`config.mk`:
```
export PLATFORM = sky130hd
export DESIGN_NAME = radio_wakeup_handshake_controller_core_flat
export DESIGN_NICKNAME = d
export VERILOG_FILES = /design/src/hdl/rwhc_pkg.sv /design/src/hdl/rwhc_evt_if.sv /design/src/hdl/rwhc_engine.sv /design/src/hdl/radio_wakeup_handshake_controller_core.sv /design/src/flat_wrapper.sv
export SDC_FILE = /design/constraint.sdc
export NUM_CORES = 1
export LEC_CHECK = 0
export BUFFER_PORTS_ARGS = -buffer_cell sky130_fd_sc_hd__buf_2
export CORE_UTILIZATION = 35
export CTS_BUF_LIST = sky130_fd_sc_hd__clkbuf_16
export DETAILED_ROUTE_END_ITERATION = 6
export HOLD_SLACK_MARGIN = 0.1
export PLACE_DENSITY = 0.62
export RECOVER_POWER = 100
export SYNTH_ARGS = -nofsm -noshare
export SYNTH_HDL_FRONTEND = slang
export SYNTH_HIERARCHICAL = 1
export SYNTH_SLANG_ARGS = --single-unit
export TNS_END_PERCENT = 20
```
`constraint.sdc`:
```
create_clock -name clk -period 3.6 [get_ports clk]
set_clock_uncertainty 0.1 [all_clocks]
set_input_delay 0.72 -clock clk [delete_from_list [all_inputs] [get_ports clk]]
set_output_delay 0.72 -clock clk [all_outputs]
set_load 0.02 [all_outputs]
```
`src/hdl/rwhc_pkg.sv`:
```
// ----------------------------------------------------------------------------
// Radio wake-up handshake controller package
// Codes, register reset values and the word types shared by the design.
// ----------------------------------------------------------------------------
`timescale 1ns / 1ps

package rwhc_pkg;

	// Link phases of the handshake.
	typedef enum logic [3:0] {
		PH_RCV_SLEEP = 4'd0,
		PH_RCV_WAKE  = 4'd1,
		PH_RCV_READY = 4'd2,
		PH_RCV_DATA  = 4'd3,
		PH_RCV_ACK   = 4'd4,
		PH_SND_WAKE  = 4'd5,
		PH_SND_READY = 4'd6,
		PH_SND_DATA  = 4'd7,
		PH_SND_ACK   = 4'd8
	} phase_t;

	// Input word commands.
	typedef enum logic [2:0] {
		CMD_TX_DONE    = 3'd0,
		CMD_RX_FAIL    = 3'd1,
		CMD_RX_DONE    = 3'd2,
		CMD_SLEEP_DONE = 3'd3,
		CMD_SEND       = 3'd4,
		CMD_START      = 3'd5
	} cmd_t;

	// Radio events after packet parsing.
	typedef enum logic [1:0] {
		EV_TX_DONE    = 2'd0,
		EV_RX_FAIL    = 2'd1,
		EV_RX_DONE    = 2'd2,
		EV_SLEEP_DONE = 2'd3
	} ev_t;

	// Radio commands.
	typedef enum logic [1:0] {
		ACT_NONE  = 2'd0,
		ACT_TX    = 2'd1,
		ACT_RX    = 2'd2,
		ACT_SLEEP = 2'd3
	} action_t;

	// Packet types on air.
	typedef enum logic [1:0] {
		PK_WAKE  = 2'd0,
		PK_READY = 2'd1,
		PK_DATA  = 2'd2,
		PK_ACK   = 2'd3
	} pkt_t;

	// Application notices.
	typedef enum logic [1:0] {
		NOTE_NONE  = 2'd0,
		NOTE_RECV  = 2'd1,
		NOTE_ACKED = 2'd2,
		NOTE_FAIL  = 2'd3
	} notice_t;

	// Configuration register indexes.
	typedef enum logic [2:0] {
		REG_OWN_ADDRESS  = 3'd0,
		REG_BCAST_ADDR   = 3'd1,
		REG_WAKE_WINDOW  = 3'd2,
		REG_DATA_WINDOW  = 3'd3,
		REG_SHORT_WINDOW = 3'd4,
		REG_NAP          = 3'd5,
		REG_RETRY_LIMIT  = 3'd6,
		REG_MAX_LENGTH   = 3'd7
	} cfg_idx_t;

	localparam int unsigned CFG_IDX_W  = 3;
	localparam int unsigned CFG_DATA_W = 16;

	// Reset values of the configuration registers.
	localparam logic [7:0]  RST_OWN_ADDRESS  = 8'd0;
	localparam logic [7:0]  RST_BCAST_ADDR   = 8'd255;
	localparam logic [15:0] RST_WAKE_WINDOW  = 16'd2250;
	localparam logic [15:0] RST_DATA_WINDOW  = 16'd8000;
	localparam logic [15:0] RST_SHORT_WINDOW = 16'd1000;
	localparam logic [15:0] RST_NAP          = 16'd3000;
	localparam logic [3:0]  RST_RETRY_LIMIT  = 4'd10;
	localparam logic [7:0]  RST_MAX_LENGTH   = 8'd252;

	// Configuration register set.
	typedef struct packed {
		logic [7:0]  own_address;
		logic [7:0]  bcast_address;
		logic [15:0] wake_window_ms;
		logic [15:0] data_window_ms;
		logic [15:0] short_window_ms;
		logic [15:0] nap_ms;
		logic [3:0]  wake_retry_limit;
		logic [7:0]  max_message_length;
	} cfg_t;

	// One input word.
	typedef struct packed {
		logic [2:0] cmd;
		logic [7:0] rx_size;
		logic [7:0] rx_head0;
		logic [7:0] rx_head1;
		logic [7:0] rx_head2;
		logic [7:0] req_address;
		logic [7:0] req_length;
	} item_t;

	// One result word.
	typedef struct packed {
		logic [1:0]  radio_action;
		logic [15:0] duration_ms;
		logic [1:0]  pkt_type;
		logic [7:0]  pkt_dest;
		logic [7:0]  pkt_length;
		logic [1:0]  notice;
		logic [7:0]  notice_address;
		logic [7:0]  notice_length;
		logic [3:0]  link_state;
	} result_t;

endpackage

```
`src/hdl/rwhc_evt_if.sv`:
```
// ----------------------------------------------------------------------------
// Event channel interface
// Carries one radio or application event word with a valid/ready handshake.
// ----------------------------------------------------------------------------
`timescale 1ns / 1ps

interface rwhc_evt_if;
	logic       valid;
	logic       ready;
	logic [2:0] cmd;
	logic [7:0] rx_size;
	logic [7:0] rx_head0;
	logic [7:0] rx_head1;
	logic [7:0] rx_head2;
	logic [7:0] req_address;
	logic [7:0] req_length;

	modport source (
		output valid, cmd, rx_size, rx_head0, rx_head1, rx_head2, req_address, req_length,
		input  ready
	);

	modport sink (
		input  valid, cmd, rx_size, rx_head0, rx_head1, rx_head2, req_address, req_length,
		output ready
	);
endinterface

// ----------------------------------------------------------------------------
// Action channel interface
// Carries one radio command and application notice word.
// ----------------------------------------------------------------------------
interface rwhc_act_if;
	logic        valid;
	logic        ready;
	logic [1:0]  radio_action;
	logic [15:0] duration_ms;
	logic [1:0]  pkt_type;
	logic [7:0]  pkt_dest;
	logic [7:0]  pkt_length;
	logic [1:0]  notice;
	logic [7:0]  notice_address;
	logic [7:0]  notice_length;
	logic [3:0]  link_state;

	modport source (
		output valid, radio_action, duration_ms, pkt_type, pkt_dest, pkt_length,
		       notice, notice_address, notice_length, link_state,
		input  ready
	);

	modport sink (
		input  valid, radio_action, duration_ms, pkt_type, pkt_dest, pkt_length,
		       notice, notice_address, notice_length, link_state,
		output ready
	);
endinterface

```
`src/hdl/rwhc_engine.sv`:
```
// ----------------------------------------------------------------------------
// Handshake engine
// Holds the link state and turns one event word into one result word.
// ----------------------------------------------------------------------------
`timescale 1ns / 1ps

module rwhc_engine
	import rwhc_pkg::*;
(
	input  logic    clk,
	input  logic    arst_n,
	input  logic    fire,
	input  item_t   item,
	input  cfg_t    cfg,
	output result_t res
);

	phase_t     phase_q, phase_d;
	logic [3:0] tries_q, tries_d;
	logic [7:0] pend_dest_q, pend_dest_d;
	logic [7:0] pend_len_q, pend_len_d;
	logic [7:0] in_sender_q, in_sender_d;
	logic [7:0] in_len_q, in_len_d;

	ev_t        ev;
	logic [7:0] ptype;
	logic [7:0] dest;
	logic [7:0] sender;
	logic [7:0] plen;
	logic       send_reject;
	logic [7:0] clip_len;

	// Parse the received header into an event, type, sender and payload length.
	always_comb begin
		ev     = ev_t'(item.cmd[1:0]);
		ptype  = 8'd0;
		dest   = 8'd0;
		sender = 8'd0;
		plen   = 8'd0;
		if (item.cmd == CMD_RX_DONE) begin
			if (item.rx_size == 8'd2) begin
				ev     = EV_RX_DONE;
				dest   = item.rx_head0;
				sender = item.rx_head1;
			end else begin
				ptype  = item.rx_head0;
				dest   = item.rx_head1;
				sender = item.rx_head2;
				if (item.rx_size < 8'd3) begin
					ev = EV_RX_FAIL;
				end else begin
					ev   = EV_RX_DONE;
					plen = item.rx_size - 8'd3;
				end
			end
			if (dest != cfg.own_address && dest != cfg.bcast_address) begin
				ev = EV_RX_FAIL;
			end
		end
	end

	// A send is refused while one is pending, for an empty payload, or mid-receive.
	assign send_reject = (pend_len_q != 8'd0) || (item.req_length == 8'd0) ||
		(phase_q inside {PH_RCV_READY, PH_RCV_DATA, PH_RCV_ACK});

	assign clip_len = (pend_len_q > cfg.max_message_length) ? cfg.max_message_length
		: pend_len_q;

	// Next state.
	always_comb begin
		phase_d     = phase_q;
		tries_d     = tries_q;
		pend_dest_d = pend_dest_q;
		pend_len_d  = pend_len_q;
		in_sender_d = in_sender_q;
		in_len_d    = in_len_q;
		case (item.cmd)
			CMD_SEND: begin
				if (!send_reject) begin
					tries_d     = 4'd0;
					pend_len_d  = item.req_length;
					pend_dest_d = item.req_address;
					phase_d     = PH_SND_WAKE;
				end
			end
			CMD_START: begin
				phase_d = PH_RCV_WAKE;
			end
			CMD_TX_DONE, CMD_RX_FAIL, CMD_RX_DONE, CMD_SLEEP_DONE: begin
				unique case (phase_q)
					PH_RCV_WAKE: begin
						phase_d = (ev == EV_RX_DONE && ptype == {6'd0, PK_WAKE})
							? PH_RCV_READY : PH_RCV_SLEEP;
					end
					PH_RCV_READY: begin
						phase_d = (ev == EV_TX_DONE) ? PH_RCV_DATA : PH_RCV_SLEEP;
					end
					PH_RCV_DATA: begin
						if (ev == EV_RX_DONE && ptype == {6'd0, PK_DATA}) begin
							phase_d     = PH_RCV_ACK;
							in_sender_d = sender;
							in_len_d    = plen;
						end else begin
							phase_d = PH_RCV_SLEEP;
						end
					end
					PH_RCV_ACK: begin
						phase_d = PH_RCV_SLEEP;
					end
					PH_SND_WAKE, PH_SND_DATA: begin
						if (ev == EV_TX_DONE) begin
							phase_d = (phase_q == PH_SND_WAKE) ? PH_SND_READY : PH_SND_ACK;
						end else begin
							phase_d    = PH_RCV_SLEEP;
							pend_len_d = 8'd0;
						end
					end
					PH_SND_READY: begin
						if (ev == EV_RX_DONE && sender == pend_dest_q) begin
							phase_d = PH_SND_DATA;
						end else if (tries_q < cfg.wake_retry_limit) begin
							tries_d = tries_q + 4'd1;
							phase_d = PH_SND_WAKE;
						end else begin
							phase_d    = PH_RCV_SLEEP;
							pend_len_d = 8'd0;
						end
					end
					PH_SND_ACK: begin
						phase_d    = PH_RCV_SLEEP;
						pend_len_d = 8'd0;
					end
					default: begin
						phase_d = PH_RCV_WAKE;
					end
				endcase
			end
			default: ;
		endcase
	end

	// Result word.
	always_comb begin
		res            = '0;
		res.link_state = phase_d;
		case (item.cmd)
			CMD_SEND: begin
				if (send_reject) begin
					res.notice         = NOTE_FAIL;
					res.notice_address = item.req_address;
				end else begin
					res.radio_action = ACT_TX;
					res.pkt_type     = PK_WAKE;
					res.pkt_dest     = item.req_address;
				end
			end
			CMD_START: begin
				res.radio_action = ACT_RX;
				res.duration_ms  = cfg.wake_window_ms;
			end
			CMD_TX_DONE, CMD_RX_FAIL, CMD_RX_DONE, CMD_SLEEP_DONE: begin
				// Going back to sleep is the fallback of every phase but receiver sleep, which opens the wake window.
				res.radio_action = ACT_SLEEP;
				res.duration_ms  = cfg.nap_ms;
				unique case (phase_q)
					PH_RCV_WAKE: begin
						if (ev == EV_RX_DONE && ptype == {6'd0, PK_WAKE}) begin
							res.radio_action = ACT_TX;
							res.duration_ms  = 16'd0;
							res.pkt_type     = PK_READY;
							res.pkt_dest     = sender;
						end
					end
					PH_RCV_READY: begin
						if (ev == EV_TX_DONE) begin
							res.radio_action = ACT_RX;
							res.duration_ms  = cfg.data_window_ms;
						end
					end
					PH_RCV_DATA: begin
						if (ev == EV_RX_DONE && ptype == {6'd0, PK_DATA}) begin
							res.radio_action = ACT_TX;
							res.duration_ms  = 16'd0;
							res.pkt_type     = PK_ACK;
							res.pkt_dest     = sender;
						end
					end
					PH_RCV_ACK: begin
						res.notice         = NOTE_RECV;
						res.notice_address = in_sender_q;
						res.notice_length  = in_len_q;
					end
					PH_SND_WAKE, PH_SND_DATA: begin
						if (ev == EV_TX_DONE) begin
							res.radio_action = ACT_RX;
							res.duration_ms  = cfg.short_window_ms;
						end else begin
							res.notice         = NOTE_FAIL;
							res.notice_address = pend_dest_q;
						end
					end
					PH_SND_READY: begin
						if (ev == EV_RX_DONE && sender == pend_dest_q) begin
							res.radio_action = ACT_TX;
							res.duration_ms  = 16'd0;
							res.pkt_type     = PK_DATA;
							res.pkt_dest     = pend_dest_q;
							res.pkt_length   = clip_len;
						end else if (tries_q < cfg.wake_retry_limit) begin
							res.radio_action = ACT_TX;
							res.duration_ms  = 16'd0;
							res.pkt_type     = PK_WAKE;
							res.pkt_dest     = pend_dest_q;
						end else begin
							res.notice         = NOTE_FAIL;
							res.notice_address = pend_dest_q;
						end
					end
					PH_SND_ACK: begin
						if (ev == EV_RX_DONE && sender == pend_dest_q &&
							ptype == {6'd0, PK_ACK}) begin
							res.notice         = NOTE_ACKED;
							res.notice_address = sender;
						end else begin
							res.notice         = NOTE_FAIL;
							res.notice_address = pend_dest_q;
						end
					end
					default: begin
						res.radio_action = ACT_RX;
						res.duration_ms  = cfg.wake_window_ms;
					end
				endcase
			end
			default: ;
		endcase
	end

	// State registers, updated once per processed word.
	always_ff @(posedge clk or negedge arst_n) begin
		if (!arst_n) begin
			phase_q     <= PH_RCV_SLEEP;
			tries_q     <= 4'd0;
			pend_dest_q <= 8'd0;
			pend_len_q  <= 8'd0;
			in_sender_q <= 8'd0;
			in_len_q    <= 8'd0;
		end else if (fire) begin
			phase_q     <= phase_d;
			tries_q     <= tries_d;
			pend_dest_q <= pend_dest_d;
			pend_len_q  <= pend_len_d;
			in_sender_q <= in_sender_d;
			in_len_q    <= in_len_d;
		end
	end

endmodule

```
`src/hdl/radio_wakeup_handshake_controller_core.sv`:
```
// ----------------------------------------------------------------------------
// Radio wake-up handshake controller
// Duty-cycled link controller: wake, ready, data and acknowledge handshake.
// ----------------------------------------------------------------------------
// Usage:
// Each event word on evt (tx done, rx failed, rx done with header bytes,
// sleep done, send request, start) yields exactly one word on act: a radio
// command with its window or sleep time, the packet to transmit, an
// application notice and the link phase after the event.
// Configuration registers are written through cfg_we, cfg_index and
// cfg_wdata while no word is in flight.
// A word accepted on evt goes into the input register, then through the
// state logic into the output register, which drives it onto act. One
// word is accepted per cycle while act is not stalled; the state registers
// update together with the output register as each word moves on.
// When act is stalled the output register holds its word, the input register
// still takes one more word, and then evt.ready drops until act drains.
// Reset clears both registers' valid flags, puts the link into receiver
// sleep with no send pending, and loads the register defaults.
// ----------------------------------------------------------------------------
`timescale 1ns / 1ps

module radio_wakeup_handshake_controller_core
	import rwhc_pkg::*;
(
	input  logic                  clk,
	input  logic                  arst_n,
	rwhc_evt_if.sink              evt,
	rwhc_act_if.source            act,
	input  logic                  cfg_we,
	input  logic [CFG_IDX_W-1:0]  cfg_index,
	input  logic [CFG_DATA_W-1:0] cfg_wdata
);

	cfg_t    cfg_q;
	item_t   item_s1;
	logic    valid_s1;
	result_t res;
	result_t res_s2;
	logic    valid_s2;
	logic    advance;
	logic    fire;

	// The output register moves when empty or when its word is taken.
	assign advance   = !valid_s2 || act.ready;
	assign fire      = valid_s1 && advance;
	assign evt.ready = !valid_s1 || advance;

	// Configuration registers.
	always_ff @(posedge clk or negedge arst_n) begin
		if (!arst_n) begin
			cfg_q.own_address        <= RST_OWN_ADDRESS;
			cfg_q.bcast_address      <= RST_BCAST_ADDR;
			cfg_q.wake_window_ms     <= RST_WAKE_WINDOW;
			cfg_q.data_window_ms     <= RST_DATA_WINDOW;
			cfg_q.short_window_ms    <= RST_SHORT_WINDOW;
			cfg_q.nap_ms             <= RST_NAP;
			cfg_q.wake_retry_limit   <= RST_RETRY_LIMIT;
			cfg_q.max_message_length <= RST_MAX_LENGTH;
		end else if (cfg_we) begin
			unique case (cfg_idx_t'(cfg_index))
				REG_OWN_ADDRESS:  cfg_q.own_address        <= cfg_wdata[7:0];
				REG_BCAST_ADDR:   cfg_q.bcast_address      <= cfg_wdata[7:0];
				REG_WAKE_WINDOW:  cfg_q.wake_window_ms     <= cfg_wdata;
				REG_DATA_WINDOW:  cfg_q.data_window_ms     <= cfg_wdata;
				REG_SHORT_WINDOW: cfg_q.short_window_ms    <= cfg_wdata;
				REG_NAP:          cfg_q.nap_ms             <= cfg_wdata;
				REG_RETRY_LIMIT:  cfg_q.wake_retry_limit   <= cfg_wdata[3:0];
				REG_MAX_LENGTH:   cfg_q.max_message_length <= cfg_wdata[7:0];
				default: ;
			endcase
		end
	end

	// Input register valid flag.
	always_ff @(posedge clk or negedge arst_n) begin
		if (!arst_n) begin
			valid_s1 <= 1'b0;
		end else if (evt.ready) begin
			valid_s1 <= evt.valid;
		end
	end

	// Input register payload.
	always_ff @(posedge clk) begin
		if (evt.valid && evt.ready) begin
			item_s1.cmd         <= evt.cmd;
			item_s1.rx_size     <= evt.rx_size;
			item_s1.rx_head0    <= evt.rx_head0;
			item_s1.rx_head1    <= evt.rx_head1;
			item_s1.rx_head2    <= evt.rx_head2;
			item_s1.req_address <= evt.req_address;
			item_s1.req_length  <= evt.req_length;
		end
	end

	rwhc_engine u_engine (
		.clk    (clk),
		.arst_n (arst_n),
		.fire   (fire),
		.item   (item_s1),
		.cfg    (cfg_q),
		.res    (res)
	);

	// Output register valid flag.
	always_ff @(posedge clk or negedge arst_n) begin
		if (!arst_n) begin
			valid_s2 <= 1'b0;
		end else if (advance) begin
			valid_s2 <= valid_s1;
		end
	end

	// Output register payload.
	always_ff @(posedge clk) begin
		if (fire) begin
			res_s2 <= res;
		end
	end

	assign act.valid          = valid_s2;
	assign act.radio_action   = res_s2.radio_action;
	assign act.duration_ms    = res_s2.duration_ms;
	assign act.pkt_type       = res_s2.pkt_type;
	assign act.pkt_dest       = res_s2.pkt_dest;
	assign act.pkt_length     = res_s2.pkt_length;
	assign act.notice         = res_s2.notice;
	assign act.notice_address = res_s2.notice_address;
	assign act.notice_length  = res_s2.notice_length;
	assign act.link_state     = res_s2.link_state;

endmodule

```
`src/flat_wrapper.sv`:
```
// flat-port wrapper written by rule: the top's interface ports become plain ports
module radio_wakeup_handshake_controller_core_flat import rwhc_pkg::*;
  (clk, arst_n, cfg_we, cfg_index, cfg_wdata, evt_valid, evt_cmd, evt_rx_size, evt_rx_head0, evt_rx_head1, evt_rx_head2, evt_req_address, evt_req_length, evt_ready, act_valid, act_radio_action, act_duration_ms, act_pkt_type, act_pkt_dest, act_pkt_length, act_notice, act_notice_address, act_notice_length, act_link_state, act_ready);
  rwhc_evt_if evt_i ();
  rwhc_act_if act_i ();
  input  logic clk;
  input  logic arst_n;
  input  logic cfg_we;
  input  logic [CFG_IDX_W-1:0] cfg_index;
  input  logic [CFG_DATA_W-1:0] cfg_wdata;
  input wire logic [$bits(evt_i.valid)-1:0] evt_valid;
  input wire logic [$bits(evt_i.cmd)-1:0] evt_cmd;
  input wire logic [$bits(evt_i.rx_size)-1:0] evt_rx_size;
  input wire logic [$bits(evt_i.rx_head0)-1:0] evt_rx_head0;
  input wire logic [$bits(evt_i.rx_head1)-1:0] evt_rx_head1;
  input wire logic [$bits(evt_i.rx_head2)-1:0] evt_rx_head2;
  input wire logic [$bits(evt_i.req_address)-1:0] evt_req_address;
  input wire logic [$bits(evt_i.req_length)-1:0] evt_req_length;
  output wire logic [$bits(evt_i.ready)-1:0] evt_ready;
  output wire logic [$bits(act_i.valid)-1:0] act_valid;
  output wire logic [$bits(act_i.radio_action)-1:0] act_radio_action;
  output wire logic [$bits(act_i.duration_ms)-1:0] act_duration_ms;
  output wire logic [$bits(act_i.pkt_type)-1:0] act_pkt_type;
  output wire logic [$bits(act_i.pkt_dest)-1:0] act_pkt_dest;
  output wire logic [$bits(act_i.pkt_length)-1:0] act_pkt_length;
  output wire logic [$bits(act_i.notice)-1:0] act_notice;
  output wire logic [$bits(act_i.notice_address)-1:0] act_notice_address;
  output wire logic [$bits(act_i.notice_length)-1:0] act_notice_length;
  output wire logic [$bits(act_i.link_state)-1:0] act_link_state;
  input wire logic [$bits(act_i.ready)-1:0] act_ready;
  assign evt_i.valid = evt_valid;
  assign evt_i.cmd = evt_cmd;
  assign evt_i.rx_size = evt_rx_size;
  assign evt_i.rx_head0 = evt_rx_head0;
  assign evt_i.rx_head1 = evt_rx_head1;
  assign evt_i.rx_head2 = evt_rx_head2;
  assign evt_i.req_address = evt_req_address;
  assign evt_i.req_length = evt_req_length;
  assign evt_ready = evt_i.ready;
  assign act_valid = act_i.valid;
  assign act_radio_action = act_i.radio_action;
  assign act_duration_ms = act_i.duration_ms;
  assign act_pkt_type = act_i.pkt_type;
  assign act_pkt_dest = act_i.pkt_dest;
  assign act_pkt_length = act_i.pkt_length;
  assign act_notice = act_i.notice;
  assign act_notice_address = act_i.notice_address;
  assign act_notice_length = act_i.notice_length;
  assign act_link_state = act_i.link_state;
  assign act_i.ready = act_ready;
  radio_wakeup_handshake_controller_core u_core (.clk(clk), .arst_n(arst_n), .evt(evt_i), .act(act_i), .cfg_we(cfg_we), .cfg_index(cfg_index), .cfg_wdata(cfg_wdata));
endmodule
```
==> run metrics <==
crit path kind reg2reg; WHS Path Cells 1; Vias per Instance 5.346; clk buf depth 3; register area share after synthesis 0.5612; Worst Path Required 3.77 ns; CP max FO 9; Final setup viols 0; DR vias 8206; Synth Flop Type edfxtp_1; WL/cell approximately 20 um; number of enable flip-flop cells after synthesis roughly 110; Post-DRT Antenna Nets 0; worst slack at placement 0.06112 ns; syn_nets 1013; initial drt markers 663; Pwr Density 574.4 nW/um2; worst reg2reg path endpoint u_core/act.notice_address[3]; htree depth 1; Total GRT Usage 0.1723; Non-Filler Instances roughly 1500; nature of the critical path startpoint register; drt pass-1 iters 5; fin worst setup slack ~0.19 ns; Slew @ Worst Pin 1.987 ns; fin crit share 0.9469; async set-or-reset flop fraction in the synthesized netlist 0.5514; Ys Warns 6; CTS tree yes; CP peak stage delay about 0.45 ns; initial antenna violation count 1; RR Startpoint u_core/item_s1[40]; fillers 3166; number of buffers and inverters on the critical path 2; Syn Area/Cell roughly 13 um2; Slew headroom -0.3244; placed cell count 1487; WL final 30.17 mm; count of different cell masters after synthesis 77; Synth Register Bits roughly 240; cell depth of the worst flop-to-flop path 11; # Post-CTS Setup Buffers 0; die area between 30000 and 40000 um2; # IOs about 140; Highest Clock Rate 293.4 MHz; CTS Buf Count 25; critical path endpoint category register; Area growth syn-to-layout 14.90%; vias in the first global route 8029; Seq. cell area 6676 um2; clk sinks 243; total grt overflow 0; MaxCap Viol Count 2; area of the core 33450 um2; delay-heaviest family, CP simple AND/OR/NAND/NOR gates; Post-Synthesis Cells approximately 920; Initial Util 0.3557; Root Driver clkbuf_16; setup TNS 0 ns; most common cell after layout, fill and taps aside edfxtp_1; Leak 5.598 nW; first-pass GRT wire length around 47 mm; Crit. Startpoint u_core/item_s1[40]; Multi-input gate area 4713 um2; critical path depth 11; arrival time at the worst endpoint 3.58 ns; worst vdd ir 0.0003094 V; Chip Width 186.4 um; row cnt 67; routability cong. 0.8997; end of the critical path u_core/act.notice_address[3]; layout cells sized above 1 0.2569; HPWL Detailed approximately 21 mm; clk slew on worst S/H paths about 0.060 ns; Skew-Pair Late Insertion Delay roughly 0.53 ns; largest net degree at the start of global routing 65; R2R setup slack 0.19 ns; max-slew violation count 45; crit-path cells inv_1 > ha_1 > or4b_1 > buf_4 > o211ai_2 > a21oi_1 > nor4b_2 > and4_4 > nand2_2 > o22a_2 > a221o_1; drt drc 0; hold crit path type in2reg; Mapped Area between 10000 and 15000 um2; IO Port Bufs 134; failing checks max-capacitance violations, max-slew violations; status complete, but fails checks; Power Total 7.852 mW; # nets final 1156; RSZ-0062 raised after global routing no; commonest cells after routing, fill and taps aside edfxtp_1, dfrtp_1, mux2_2; minimum clock period around 3.4 ns; Die Y 186.4 um; Final Hold Fails 0; Critical Path Slowest Stage Cell or4b_1
power by group:
part,internal [mW],leakage [nW],switching (mW)
logic,0.717,2.53,0.858
registers,3.44,2.66,0.378
clock network,1.40,0.406,1.06
how the worst min path moves through the flow:
stage                                startpoint                           to  slack, ns
floorplan                                arst_n             u_core/act.valid       0.32
global placement                u_core/valid_s1             u_core/act.valid       0.38
detailed placement  u_core/u_engine/in_len_q[3]  u_core/u_engine/in_len_q[3]       0.39
CTS                          evt_req_address[0]            u_core/item_s1[8]       0.25
global route                 evt_req_address[3]           u_core/item_s1[11]       0.24
finish                       evt_req_address[6]           u_core/item_s1[14]       0.27
kinds of logic (layout without fill, tap and decap cells):
logic type	after synthesis	count (layout)	share of synthesized area
xor+xnor	25	25	0.01841
buf+inv	85	247	0.03418
fa+ha+maj	14	14	0.01472
simple gates	235	235	0.1172
other cells	0	1	0
flops	243	243	0.5612
mux	131	131	0.1313
compound gates	191	191	0.1231
registers in the layout, indices dropped and copies added, names as in the netlist:
register	count
u_core/u_engine/tries_q	4
u_core/act.duration_ms	16
u_core/u_engine/in_sender_q	8
u_core/act.pkt_length	8
u_core/act.radio_action	2
u_core/item_s1	51
u_core/act.notice_address	8
u_core/cfg_q	92
u_core/act.pkt_dest	8
u_core/u_engine/in_len_q	8
u_core/act.notice	2
u_core/valid_s1	1
u_core/u_engine/phase_q	4
u_core/u_engine/pend_dest_q	8
u_core/u_engine/pend_len_q	8
u_core/act.valid	1
u_core/act.notice_length	8
u_core/act.pkt_type	2
u_core/act.link_state	4
per-layer routing:
| layer | up-vias | track usage | wire [um] |
|---|---|---|---|
| met1 | 4118 | 0.2378 | 13250 |
| met5 | - | 0 | 0 |
| met2 | 239 | 0.2860 | 14770 |
| met3 | 37 | 0.02351 | 1656 |
| li1 | 3812 | - | - |
| met4 | 0 | 0.04100 | 492 |
per-stage QoR:
step	hold slack, ns	instance area (um2)	util
after floorplan	0.3244	11900	-
after detailed placement	0.3851	13140	0.3928
after global placement	0.3769	13140	0.3928
after global routing	0.2428	13670	0.4086
final	0.2666	13670	0.4087
after CTS	0.2493	13920	0.4162
what timing repair did:
action,CTS,global route
hold buffers,1,0
resized for setup,0,7
setup endpoints to repair,0,32
hold endpoints to repair,20,0
cell type report:
type                       count  share of cell area
timing repair buffer         161             0.05812
sequential                   243              0.4884
tap                          448             0.04101
clock inverter                21             0.01071
antenna                        1           0.0001831
inverter                      40             0.01098
clock buffer                  25             0.04577
multi-input combinational    596              0.3448
cell usage after synthesis, drive strengths merged, types with 18 or more instances:
cell	count	area share
a21oi	26	0.012
a22oi	18	0.011
buf	22	0.014
clkbuf	23	0.0076
dfrtp	94	0.20
dfstp	40	0.088
edfxtp	109	0.28
inv	40	0.013
mux2	116	0.12
nand2	67	0.022
nor2	30	0.0097
o21ai	45	0.019
xnor2	24	0.018
(Power assumes the default switching activity.)
